File: src/hw/rtl/lcdnib_pkg.sv
// Shared constants and types for the character LCD nibble bus sequencer.
package lcdnib_pkg;

    localparam int COUNTER_BITS_DEF = 20;
    localparam int CFG_IDX_W        = 3;
    localparam int CFG_DATA_W       = 20;
    localparam int DUR_W            = 20;

    // operation codes carried in tuser
    localparam logic [1:0] OP_TICK = 2'd0;
    localparam logic [1:0] OP_CMD  = 2'd1;
    localparam logic [1:0] OP_DATA = 2'd2;
    localparam logic [1:0] OP_INIT = 2'd3;

    // configuration register indexes
    localparam logic [CFG_IDX_W-1:0] CFG_USE_BUSY   = 3'd0;
    localparam logic [CFG_IDX_W-1:0] CFG_STROBE     = 3'd1;
    localparam logic [CFG_IDX_W-1:0] CFG_SETTLE     = 3'd2;
    localparam logic [CFG_IDX_W-1:0] CFG_SHORT      = 3'd3;
    localparam logic [CFG_IDX_W-1:0] CFG_MODE       = 3'd4;
    localparam logic [CFG_IDX_W-1:0] CFG_POWER_UP   = 3'd5;

    // configuration reset values
    localparam logic [7:0]  STROBE_DEF   = 8'd2;
    localparam logic [15:0] SETTLE_DEF   = 16'd120;
    localparam logic [15:0] SHORT_DEF    = 16'd5000;
    localparam logic [15:0] MODE_DEF     = 16'd100;
    localparam logic [19:0] POWER_UP_DEF = 20'd100000;

    // sequencer phases
    localparam int PH_W = 4;
    localparam logic [PH_W-1:0] PH_IDLE      = 4'd0;
    localparam logic [PH_W-1:0] PH_PWR       = 4'd1;
    localparam logic [PH_W-1:0] PH_RST_HI    = 4'd2;
    localparam logic [PH_W-1:0] PH_RST_LO    = 4'd3;
    localparam logic [PH_W-1:0] PH_MODE_HI   = 4'd4;
    localparam logic [PH_W-1:0] PH_MODE_LO   = 4'd5;
    localparam logic [PH_W-1:0] PH_W_HI      = 4'd6;
    localparam logic [PH_W-1:0] PH_W_GAP     = 4'd7;
    localparam logic [PH_W-1:0] PH_W_LO      = 4'd8;
    localparam logic [PH_W-1:0] PH_SETTLE    = 4'd9;
    localparam logic [PH_W-1:0] PH_R_HI      = 4'd10;
    localparam logic [PH_W-1:0] PH_R_GAP     = 4'd11;
    localparam logic [PH_W-1:0] PH_R_LO      = 4'd12;
    localparam logic [PH_W-1:0] PH_R_END     = 4'd13;
    localparam logic [PH_W-1:0] PH_CLR_PAUSE = 4'd14;

    localparam logic [2:0] INIT_LAST   = 3'd5;
    localparam logic [2:0] INIT_CLEAR  = 3'd3;
    localparam logic [1:0] RST_REPEATS = 2'd2;

    localparam logic [3:0] NIB_RESET = 4'h3;
    localparam logic [3:0] NIB_MODE4 = 4'h2;

    typedef struct packed {
        logic [7:0] status_byte;
        logic       rejected;
        logic       ready_res;
        logic       drive_pins;
        logic [3:0] nibble_out;
        logic       enable_line;
        logic       read_write;
        logic       reg_select;
    } t_result;

    // init command bytes, indexed from 0
    function automatic logic [7:0] init_byte(input logic [2:0] idx);
        logic [7:0] b;
        unique case (idx)
            3'd0:    b = 8'h28;
            3'd1:    b = 8'h08;
            3'd2:    b = 8'h01;
            3'd3:    b = 8'h06;
            3'd4:    b = 8'h0C;
            default: b = 8'h00;
        endcase
        return b;
    endfunction

endpackage

File: src/hw/rtl/char_lcd_nibble_bus_sequencer.sv
// Top level: 4-bit character LCD bus sequencer with init, write and busy polling.
//
// Input stream: one transaction per timebase tick. tuser carries the operation
// (tick, command write, data write, run init); tdata carries the byte to write
// and the D7..D4 levels sampled this tick. Output stream: one transaction per
// input transaction with the bus line levels after that tick, the ready and
// rejected flags and the last status byte read.
// Configuration writes go through the cfg channel, which is always ready; they
// are to be made while no tick is in flight.
// A result is registered and appears in the cycle after its input is taken.
// One tick per cycle when not stalled; the output register is the only stage.
// When the receiver stalls, the output register holds and the input is taken
// again in the same cycle the pending result is consumed.
// Reset (synchronous, active low) returns the sequencer to idle, not
// initialized, all bus lines low, and loads the configuration defaults.
module char_lcd_nibble_bus_sequencer #(
    parameter int COUNTER_BITS = lcdnib_pkg::COUNTER_BITS_DEF
) (
    input  logic        i_clk,
    input  logic        i_rst_n,
    input  logic        i_s_axis_tvalid,
    output logic        o_s_axis_tready,
    input  logic [15:0] i_s_axis_tdata,  // [7:0] byte_value, [11:8] pins_sampled
    input  logic [1:0]  i_s_axis_tuser,  // [1:0] operation
    output logic        o_m_axis_tvalid,
    input  logic        i_m_axis_tready,
    // [0] reg_select, [1] read_write, [2] enable_line, [6:3] nibble_out,
    // [7] drive_pins, [8] ready_res, [9] rejected, [17:10] status_byte
    output logic [23:0] o_m_axis_tdata,
    input  logic        i_cfg_valid,
    output logic        o_cfg_ready,
    input  logic [lcdnib_pkg::CFG_IDX_W-1:0]  i_cfg_index,
    input  logic [lcdnib_pkg::CFG_DATA_W-1:0] i_cfg_data
);

    localparam int WIDE = (COUNTER_BITS > lcdnib_pkg::DUR_W) ? COUNTER_BITS
                                                              : lcdnib_pkg::DUR_W;
    localparam logic [WIDE-1:0] CNT_MAX = WIDE'((33'd1 << COUNTER_BITS) - 33'd1);

    function automatic logic [COUNTER_BITS-1:0] dur_load(
        input logic [lcdnib_pkg::DUR_W-1:0] dur
    );
        logic [WIDE-1:0] m1;
        m1 = WIDE'(dur) - WIDE'(1);
        if (dur == '0) begin
            return '0;
        end
        return COUNTER_BITS'((m1 > CNT_MAX) ? CNT_MAX : m1);
    endfunction

    // configuration
    logic        r_use_busy;
    logic [7:0]  r_strobe;
    logic [15:0] r_settle;
    logic [15:0] r_short;
    logic [15:0] r_mode;
    logic [19:0] r_power_up;

    // sequencer state
    logic [lcdnib_pkg::PH_W-1:0] r_phase, n_phase;
    logic [COUNTER_BITS-1:0]     r_tick, n_tick;
    logic [7:0]                  r_held_byte, n_held_byte;
    logic                        r_held_sel, n_held_sel;
    logic [2:0]                  r_init_idx, n_init_idx;
    logic [1:0]                  r_rep, n_rep;
    logic [7:0]                  r_last_status, n_last_status;
    logic                        r_rs, n_rs;
    logic                        r_rw, n_rw;
    logic                        r_e, n_e;
    logic [3:0]                  r_nib, n_nib;
    logic                        r_drive, n_drive;

    logic                  r_out_valid;
    lcdnib_pkg::t_result   r_out;
    lcdnib_pkg::t_result   n_out;

    logic       s_accept;
    logic [1:0] op;
    logic [7:0] in_byte;
    logic [3:0] pins;
    logic       rej;
    logic       do_fin, do_next, do_read, do_sb;
    logic [7:0] sb_val;

    assign o_cfg_ready     = 1'b1;
    assign o_s_axis_tready = !r_out_valid || i_m_axis_tready;
    assign s_accept        = i_s_axis_tvalid && o_s_axis_tready;
    assign op              = i_s_axis_tuser;
    assign in_byte         = i_s_axis_tdata[7:0];
    assign pins            = i_s_axis_tdata[11:8];
    assign o_m_axis_tvalid = r_out_valid;
    assign o_m_axis_tdata  = {6'd0, r_out};

    always_ff @(posedge i_clk) begin
        if (!i_rst_n) begin
            r_use_busy <= 1'b0;
            r_strobe   <= lcdnib_pkg::STROBE_DEF;
            r_settle   <= lcdnib_pkg::SETTLE_DEF;
            r_short    <= lcdnib_pkg::SHORT_DEF;
            r_mode     <= lcdnib_pkg::MODE_DEF;
            r_power_up <= lcdnib_pkg::POWER_UP_DEF;
        end else if (i_cfg_valid) begin
            unique case (i_cfg_index)
                lcdnib_pkg::CFG_USE_BUSY: r_use_busy <= i_cfg_data[0];
                lcdnib_pkg::CFG_STROBE:   r_strobe   <= i_cfg_data[7:0];
                lcdnib_pkg::CFG_SETTLE:   r_settle   <= i_cfg_data[15:0];
                lcdnib_pkg::CFG_SHORT:    r_short    <= i_cfg_data[15:0];
                lcdnib_pkg::CFG_MODE:     r_mode     <= i_cfg_data[15:0];
                lcdnib_pkg::CFG_POWER_UP: r_power_up <= i_cfg_data[19:0];
                default: ;
            endcase
        end
    end

    always_comb begin
        n_phase       = r_phase;
        n_tick        = r_tick;
        n_held_byte   = r_held_byte;
        n_held_sel    = r_held_sel;
        n_init_idx    = r_init_idx;
        n_rep         = r_rep;
        n_last_status = r_last_status;
        n_rs          = r_rs;
        n_rw          = r_rw;
        n_e           = r_e;
        n_nib         = r_nib;
        n_drive       = r_drive;
        rej           = 1'b0;
        do_fin        = 1'b0;
        do_next       = 1'b0;
        do_read       = 1'b0;
        do_sb         = 1'b0;
        sb_val        = 8'h00;

        if (r_phase == lcdnib_pkg::PH_IDLE) begin
            if (op == lcdnib_pkg::OP_CMD || op == lcdnib_pkg::OP_DATA) begin
                n_held_sel = (op == lcdnib_pkg::OP_DATA);
                n_init_idx = '0;
                do_sb      = 1'b1;
                sb_val     = in_byte;
            end else if (op == lcdnib_pkg::OP_INIT) begin
                n_init_idx = '0;
                n_rs       = 1'b0;
                n_rw       = 1'b0;
                n_e        = 1'b0;
                n_nib      = 4'h0;
                n_drive    = 1'b1;
                n_phase    = lcdnib_pkg::PH_PWR;
                n_tick     = dur_load(r_power_up);
            end
        end else begin
            rej = (op != lcdnib_pkg::OP_TICK);
            if (r_tick != '0) begin
                n_tick = r_tick - COUNTER_BITS'(1);
            end else begin
                unique case (r_phase)
                    lcdnib_pkg::PH_PWR: begin
                        n_rep   = '0;
                        n_nib   = lcdnib_pkg::NIB_RESET;
                        n_e     = 1'b1;
                        n_phase = lcdnib_pkg::PH_RST_HI;
                        n_tick  = dur_load(20'(r_strobe));
                    end
                    lcdnib_pkg::PH_RST_HI: begin
                        n_e     = 1'b0;
                        n_phase = lcdnib_pkg::PH_RST_LO;
                        n_tick  = dur_load(20'(r_short));
                    end
                    lcdnib_pkg::PH_RST_LO: begin
                        n_e = 1'b1;
                        if (r_rep < lcdnib_pkg::RST_REPEATS) begin
                            n_rep   = r_rep + 2'd1;
                            n_phase = lcdnib_pkg::PH_RST_HI;
                        end else begin
                            n_nib   = lcdnib_pkg::NIB_MODE4;
                            n_phase = lcdnib_pkg::PH_MODE_HI;
                        end
                        n_tick = dur_load(20'(r_strobe));
                    end
                    lcdnib_pkg::PH_MODE_HI: begin
                        n_e     = 1'b0;
                        n_phase = lcdnib_pkg::PH_MODE_LO;
                        n_tick  = dur_load(20'(r_mode));
                    end
                    lcdnib_pkg::PH_MODE_LO: begin
                        n_init_idx = 3'd1;
                        n_held_sel = 1'b0;
                        do_sb      = 1'b1;
                        sb_val     = lcdnib_pkg::init_byte(3'd0);
                    end
                    lcdnib_pkg::PH_W_HI: begin
                        n_e     = 1'b0;
                        n_phase = lcdnib_pkg::PH_W_GAP;
                        n_tick  = dur_load(20'(r_strobe));
                    end
                    lcdnib_pkg::PH_W_GAP: begin
                        n_nib   = r_held_byte[3:0];
                        n_e     = 1'b1;
                        n_phase = lcdnib_pkg::PH_W_LO;
                        n_tick  = dur_load(20'(r_strobe));
                    end
                    lcdnib_pkg::PH_W_LO: begin
                        if (r_use_busy) begin
                            do_read = 1'b1;
                        end else begin
                            n_e     = 1'b0;
                            n_phase = lcdnib_pkg::PH_SETTLE;
                            n_tick  = dur_load(20'(r_settle));
                        end
                    end
                    lcdnib_pkg::PH_SETTLE: begin
                        do_fin = 1'b1;
                    end
                    lcdnib_pkg::PH_R_HI: begin
                        n_held_byte = {pins, 4'h0};
                        n_e         = 1'b0;
                        n_phase     = lcdnib_pkg::PH_R_GAP;
                        n_tick      = dur_load(20'(r_strobe));
                    end
                    lcdnib_pkg::PH_R_GAP: begin
                        n_e     = 1'b1;
                        n_phase = lcdnib_pkg::PH_R_LO;
                        n_tick  = dur_load(20'(r_strobe));
                    end
                    lcdnib_pkg::PH_R_LO: begin
                        n_last_status = {r_held_byte[7:4], pins};
                        n_e           = 1'b0;
                        n_phase       = lcdnib_pkg::PH_R_END;
                        n_tick        = dur_load(20'(r_strobe));
                    end
                    lcdnib_pkg::PH_R_END: begin
                        if (r_last_status[7]) begin
                            do_read = 1'b1;
                        end else begin
                            do_fin = 1'b1;
                        end
                    end
                    lcdnib_pkg::PH_CLR_PAUSE: begin
                        do_next = 1'b1;
                    end
                    default: begin
                        n_phase = lcdnib_pkg::PH_IDLE;
                        n_tick  = '0;
                        n_e     = 1'b0;
                    end
                endcase
            end
        end

        if (do_fin) begin
            n_e = 1'b0;
            if (r_init_idx == lcdnib_pkg::INIT_CLEAR) begin
                n_phase = lcdnib_pkg::PH_CLR_PAUSE;
                n_tick  = dur_load(20'(r_short));
            end else begin
                do_next = 1'b1;
            end
        end

        if (do_next) begin
            if (r_init_idx >= 3'd1 && r_init_idx < lcdnib_pkg::INIT_LAST) begin
                n_init_idx = r_init_idx + 3'd1;
                n_held_sel = 1'b0;
                do_sb      = 1'b1;
                sb_val     = lcdnib_pkg::init_byte(r_init_idx);
            end else begin
                n_init_idx = '0;
                n_e        = 1'b0;
                n_phase    = lcdnib_pkg::PH_IDLE;
                n_tick     = '0;
            end
        end

        if (do_read) begin
            n_rs    = 1'b0;
            n_rw    = 1'b1;
            n_drive = 1'b0;
            n_nib   = 4'h0;
            n_e     = 1'b1;
            n_phase = lcdnib_pkg::PH_R_HI;
            n_tick  = dur_load(20'(r_strobe));
        end

        if (do_sb) begin
            n_held_byte = sb_val;
            n_rs        = n_held_sel;
            n_rw        = 1'b0;
            n_drive     = 1'b1;
            n_nib       = sb_val[7:4];
            n_e         = 1'b1;
            n_phase     = lcdnib_pkg::PH_W_HI;
            n_tick      = dur_load(20'(r_strobe));
        end

        n_out.reg_select  = n_rs;
        n_out.read_write  = n_rw;
        n_out.enable_line = n_e;
        n_out.nibble_out  = n_nib;
        n_out.drive_pins  = n_drive;
        n_out.ready_res   = (n_phase == lcdnib_pkg::PH_IDLE);
        n_out.rejected    = rej;
        n_out.status_byte = n_last_status;
    end

    always_ff @(posedge i_clk) begin
        if (!i_rst_n) begin
            r_phase       <= lcdnib_pkg::PH_IDLE;
            r_tick        <= '0;
            r_held_byte   <= '0;
            r_held_sel    <= 1'b0;
            r_init_idx    <= '0;
            r_rep         <= '0;
            r_last_status <= '0;
            r_rs          <= 1'b0;
            r_rw          <= 1'b0;
            r_e           <= 1'b0;
            r_nib         <= '0;
            r_drive       <= 1'b0;
        end else if (s_accept) begin
            r_phase       <= n_phase;
            r_tick        <= n_tick;
            r_held_byte   <= n_held_byte;
            r_held_sel    <= n_held_sel;
            r_init_idx    <= n_init_idx;
            r_rep         <= n_rep;
            r_last_status <= n_last_status;
            r_rs          <= n_rs;
            r_rw          <= n_rw;
            r_e           <= n_e;
            r_nib         <= n_nib;
            r_drive       <= n_drive;
        end
    end

    always_ff @(posedge i_clk) begin
        if (!i_rst_n) begin
            r_out_valid <= 1'b0;
        end else if (s_accept) begin
            r_out_valid <= 1'b1;
        end else if (i_m_axis_tready) begin
            r_out_valid <= 1'b0;
        end
    end

    always_ff @(posedge i_clk) begin
        if (s_accept) begin
            r_out <= n_out;
        end
    end

    a_idle_enable_low: assert property (@(posedge i_clk) disable iff (!i_rst_n)
        (r_phase == lcdnib_pkg::PH_IDLE) |-> !r_e)
        else $error("enable high while idle");

    a_read_bus_released: assert property (@(posedge i_clk) disable iff (!i_rst_n)
        (r_phase == lcdnib_pkg::PH_R_HI || r_phase == lcdnib_pkg::PH_R_GAP ||
         r_phase == lcdnib_pkg::PH_R_LO || r_phase == lcdnib_pkg::PH_R_END)
        |-> (!r_drive && r_rw && !r_rs))
        else $error("data pins driven during status read");

    a_init_idx_range: assert property (@(posedge i_clk) disable iff (!i_rst_n)
        (r_init_idx <= lcdnib_pkg::INIT_LAST) && (r_rep <= lcdnib_pkg::RST_REPEATS))
        else $error("init counters out of range");

    a_init_not_idle: assert property (@(posedge i_clk) disable iff (!i_rst_n)
        (r_init_idx != 3'd0) |-> (r_phase != lcdnib_pkg::PH_IDLE))
        else $error("init byte pending while idle");

    a_ready_matches_phase: assert property (@(posedge i_clk) disable iff (!i_rst_n)
        s_accept |=> (r_out.ready_res == (r_phase == lcdnib_pkg::PH_IDLE)))
        else $error("ready flag does not match phase");

endmodule

File: config.mk
export PLATFORM = sky130hd
export DESIGN_NAME = char_lcd_nibble_bus_sequencer
export DESIGN_NICKNAME = d
export VERILOG_FILES = /design/src/hw/rtl/lcdnib_pkg.sv /design/src/hw/rtl/char_lcd_nibble_bus_sequencer.sv
export SDC_FILE = /design/constraint.sdc
export NUM_CORES = 1
export LEC_CHECK = 0
export BUFFER_PORTS_ARGS = -buffer_cell sky130_fd_sc_hd__buf_2
export CAP_MARGIN = 10
export CORE_AREA = 2 2 181 219
export CTS_CLUSTER_SIZE = 28
export DETAILED_ROUTE_END_ITERATION = 16
export DIE_AREA = 0 0 183 221
export SYNTH_ARGS = -nofsm -noshare
export SYNTH_HDL_FRONTEND = slang
export SYNTH_SLANG_ARGS = --single-unit
File: constraint.sdc
create_clock -name i_clk -period 4.65 [get_ports i_clk]
set_clock_uncertainty 0.15 [all_clocks]
set_input_delay 0.6975 -clock i_clk [delete_from_list [all_inputs] [get_ports i_clk]]
set_output_delay 0.6975 -clock i_clk [all_outputs]
set_load 0.1 [all_outputs]
==> flow_summary.ini <==
[die]
die-area_um2 = 40400
initial_utilization = 0.247
die_w_um = 183
pin_count = 73
core_area_um2 = 38400
rows = 79
die_height_um = 221

[sta]
fin_crit_ns = 3.41
maxSlewViolCount = 0
rsz0062_at_grt = false
setup_viol = 0
max_freq_mhz = 293
final-hold-violation-count = 0
period_share = 0.734
fin_setup_tns_ns = 0
tightest_slew_ns = 1.10
relSlewSlack = 0.257

[logic_synthesis]
ys_types = 87
syn_area_per_cell_um2 = 7.56
postSynth.asyncResetShare = 0
seq_area_frac_synth = 0.334
netlist_area_um2 = 9480
synth_flop_cell = dfxtp_1
synth_seq_cells = 149
synth_edf_count = 18
yosysWarnings = 0
syn_inst = 1254

[power_and_ir_drop]
seqPwrFrac = 0.373
p_sw_frac = 0.370
power_frac_comb = 0.269
switchingPower_mw = 1.45
clkPwrFrac = 0.358
leakage_nw = 3.79
p_per_area_nw_per_um2 = 362
peakVddDrop_v = 0.000313
p_int_mw = 2.46

[worst_hold_path]
hold_path.class = flop to flop
hold_start = r_rw$_SDFFE_PN0P_

[route]
vias_per_cell = 5.29
dr_total_vias = 9402
ant_nets = 0
first_iter_violations = 995
drc = 0
routed_wl_um = 31700
post_drt_wl_per_cell_um = 17.9
drt-pass1-iter-count = 5

[placement]
post_dp_cell_area_um2 = 10200
io_buffers = 61
place_hpwl_um = 23000
gp_congestion = 0.938

[setup_path]
worstPathMaxFanout = 29
crit_type = flop to flop
setup.worst_path.end_class = flop
crit_arrival_ns = 3.62
critPathLaunchType = flop
r2r-start = r_phase[2]$_SDFFE_PN0P_
cp-startpoint = r_phase[2]$_SDFFE_PN0P_
critPathRequiredTime_ns = 4.86

[run]
cap_violations = 0

[grt]
grt_pass1_vias = 8623
grt_pass1_wl_um = 49300
antenna_found_initial = 0
track_usage = 0.154
grt_max_degree = 62
grt_overflow_total = 0

[finish]
ff_latch_area_um2 = 3160
n_fill_cell = 4204
nNetsFinal = 1341
syn_to_final_growth_pct = 13.9
fin_util = 0.281
stdcell_area_um2 = 10800
drive_gt1_frac = 0.119
multi_input_area_um2 = 5870
n_antenna_cell = 0

[cts]
clock_path_buffers = 2
ctsHoldBuffers = 0
clkTransAtPathRegs_ns = 0.07
h-tree-depth = 4
cts.sinks = 149
cts_buffers = 17
insertion_delay_ns = 0.44
cts_setup_buffers = 0
cts_root_buffer = clkbuf_16
tritoncts = built
cts_resized = 0

[run_status]
status = finished clean
==> power groups by stage <==
| stage | Combinational (mW) | Sequential (mW) | Clock, mW |
|---|---|---|---|
| floorplan | 0.679 | 1.57 | 0 |
| global placement | 1.03 | 1.48 | 0 |
| detailed placement | 1.03 | 1.48 | 0 |
| CTS | 1.04 | 1.45 | 1.42 |
| global route | 1.14 | 1.47 | 1.47 |
| finish | 1.05 | 1.46 | 1.40 |
==> synth_stat cells, drive strengths merged, types with 14 or more instances <==
cell type | count | area, um^2
a21oi | 107 | 547
buf | 18 | 118
clkbuf | 61 | 230
dfxtp | 131 | 2620
edfxtp | 18 | 541
ha | 17 | 213
inv | 32 | 120
nand2 | 233 | 885
nand3 | 48 | 240
nand4 | 19 | 119
nor2 | 104 | 390
nor3 | 40 | 205
nor4 | 31 | 282
o211ai | 15 | 113
o21ai | 77 | 385
o22ai | 14 | 87.6
xnor2 | 37 | 324
xor2 | 27 | 236
==> metal layers <==
layer / part of all wire / global-route usage / vias to the layer above
met5: 0 / 0 / -
met4: 0.025 / 0.0552 / 0
met3: 0.068 / 0.0245 / 58
met2: 0.47 / 0.250 / 395
met1: 0.44 / 0.207 / 4382
li1: - / - / 4567
==> final timing paths <==
path                                                to  slack [ns]  cells after the start
worst min register to register       r_rw$_SDFFE_PN0P_        0.32                      2
worst min-delay path                 r_rw$_SDFFE_PN0P_        0.32                      2
worst max register to register  r_tick[7]$_SDFFE_PN0P_        1.24                      6
worst max-delay path            r_tick[7]$_SDFFE_PN0P_        1.24                      6
==> sequential cells by signal, summed over array words and instances (netlist names), 16 cells and up <==
signal and flops:
r_mode 16, r_tick 20, r_settle 16, r_power_up 20
r_short 16, o_m_axis_tdata 18
==> cell type report <==
type	count	share of cell area
clock inverter	13	0.0131
sequential	149	0.293
inverter	32	0.0111
timing repair buffer	79	0.0420
multi-input combinational	999	0.544
clock buffer	18	0.0407
tap	486	0.0563
==> kinds of logic after synthesis <==
logic type	share of synthesized area
buffers and inverters	0.0494
and+or+nand+nor	0.290
xor gates and xnor gates	0.0591
adders and majority gates	0.0235
other	0.000792
DFF	0.334
AOI/OAI and AO/OA	0.220
muxes	0.0228
==> cell usage in the layout, fill, tap and decap left out, types with 7 or more instances in the layout <==
cell type and n:
a211oi_1 12, a21oi_1 106, a221oi_1 8, a22oi_1 12, a31oi_1 10, and2_1 10
and3_1 10, buf_2 61, buf_4 17, clkbuf_16 17, conb_1 7, dfxtp_1 131
edfxtp_1 18, ha_1 17, inv_1 30, mux2_2 13, mux2i_1 7, nand2_1 231
nand2b_1 10, nand3_1 48, nand4_1 19, nor2_1 104, nor2b_1 10, nor3_1 39
nor4_1 23, o211ai_1 15, o21ai_0 72, o22ai_1 14, or3_1 8, or4_1 12
xnor2_1 37, xor2_1 27
==> worst max-delay path, cell delays in order (launching register included) <==
cell	delay [ns]
dfxtp_1	0.60
or4_1	0.84
and3_1	0.36
a211oi_2	0.71
o211ai_1	0.20
o31a_1	0.33
o22ai_1	0.14
==> through the flow <==
stage	total power [mW]	setup slack (ns)	instances	hold slack, ns
after global placement	2.51	1.34	1745	0.294
after global routing	4.07	1.00	1776	0.340
final	3.91	1.24	1776	0.319
after floorplan	2.25	1.06	1259	0.287
after detailed placement	2.52	1.31	1745	0.308
after CTS	3.92	1.26	1776	0.318
Power figures use the tool's default switching activity.
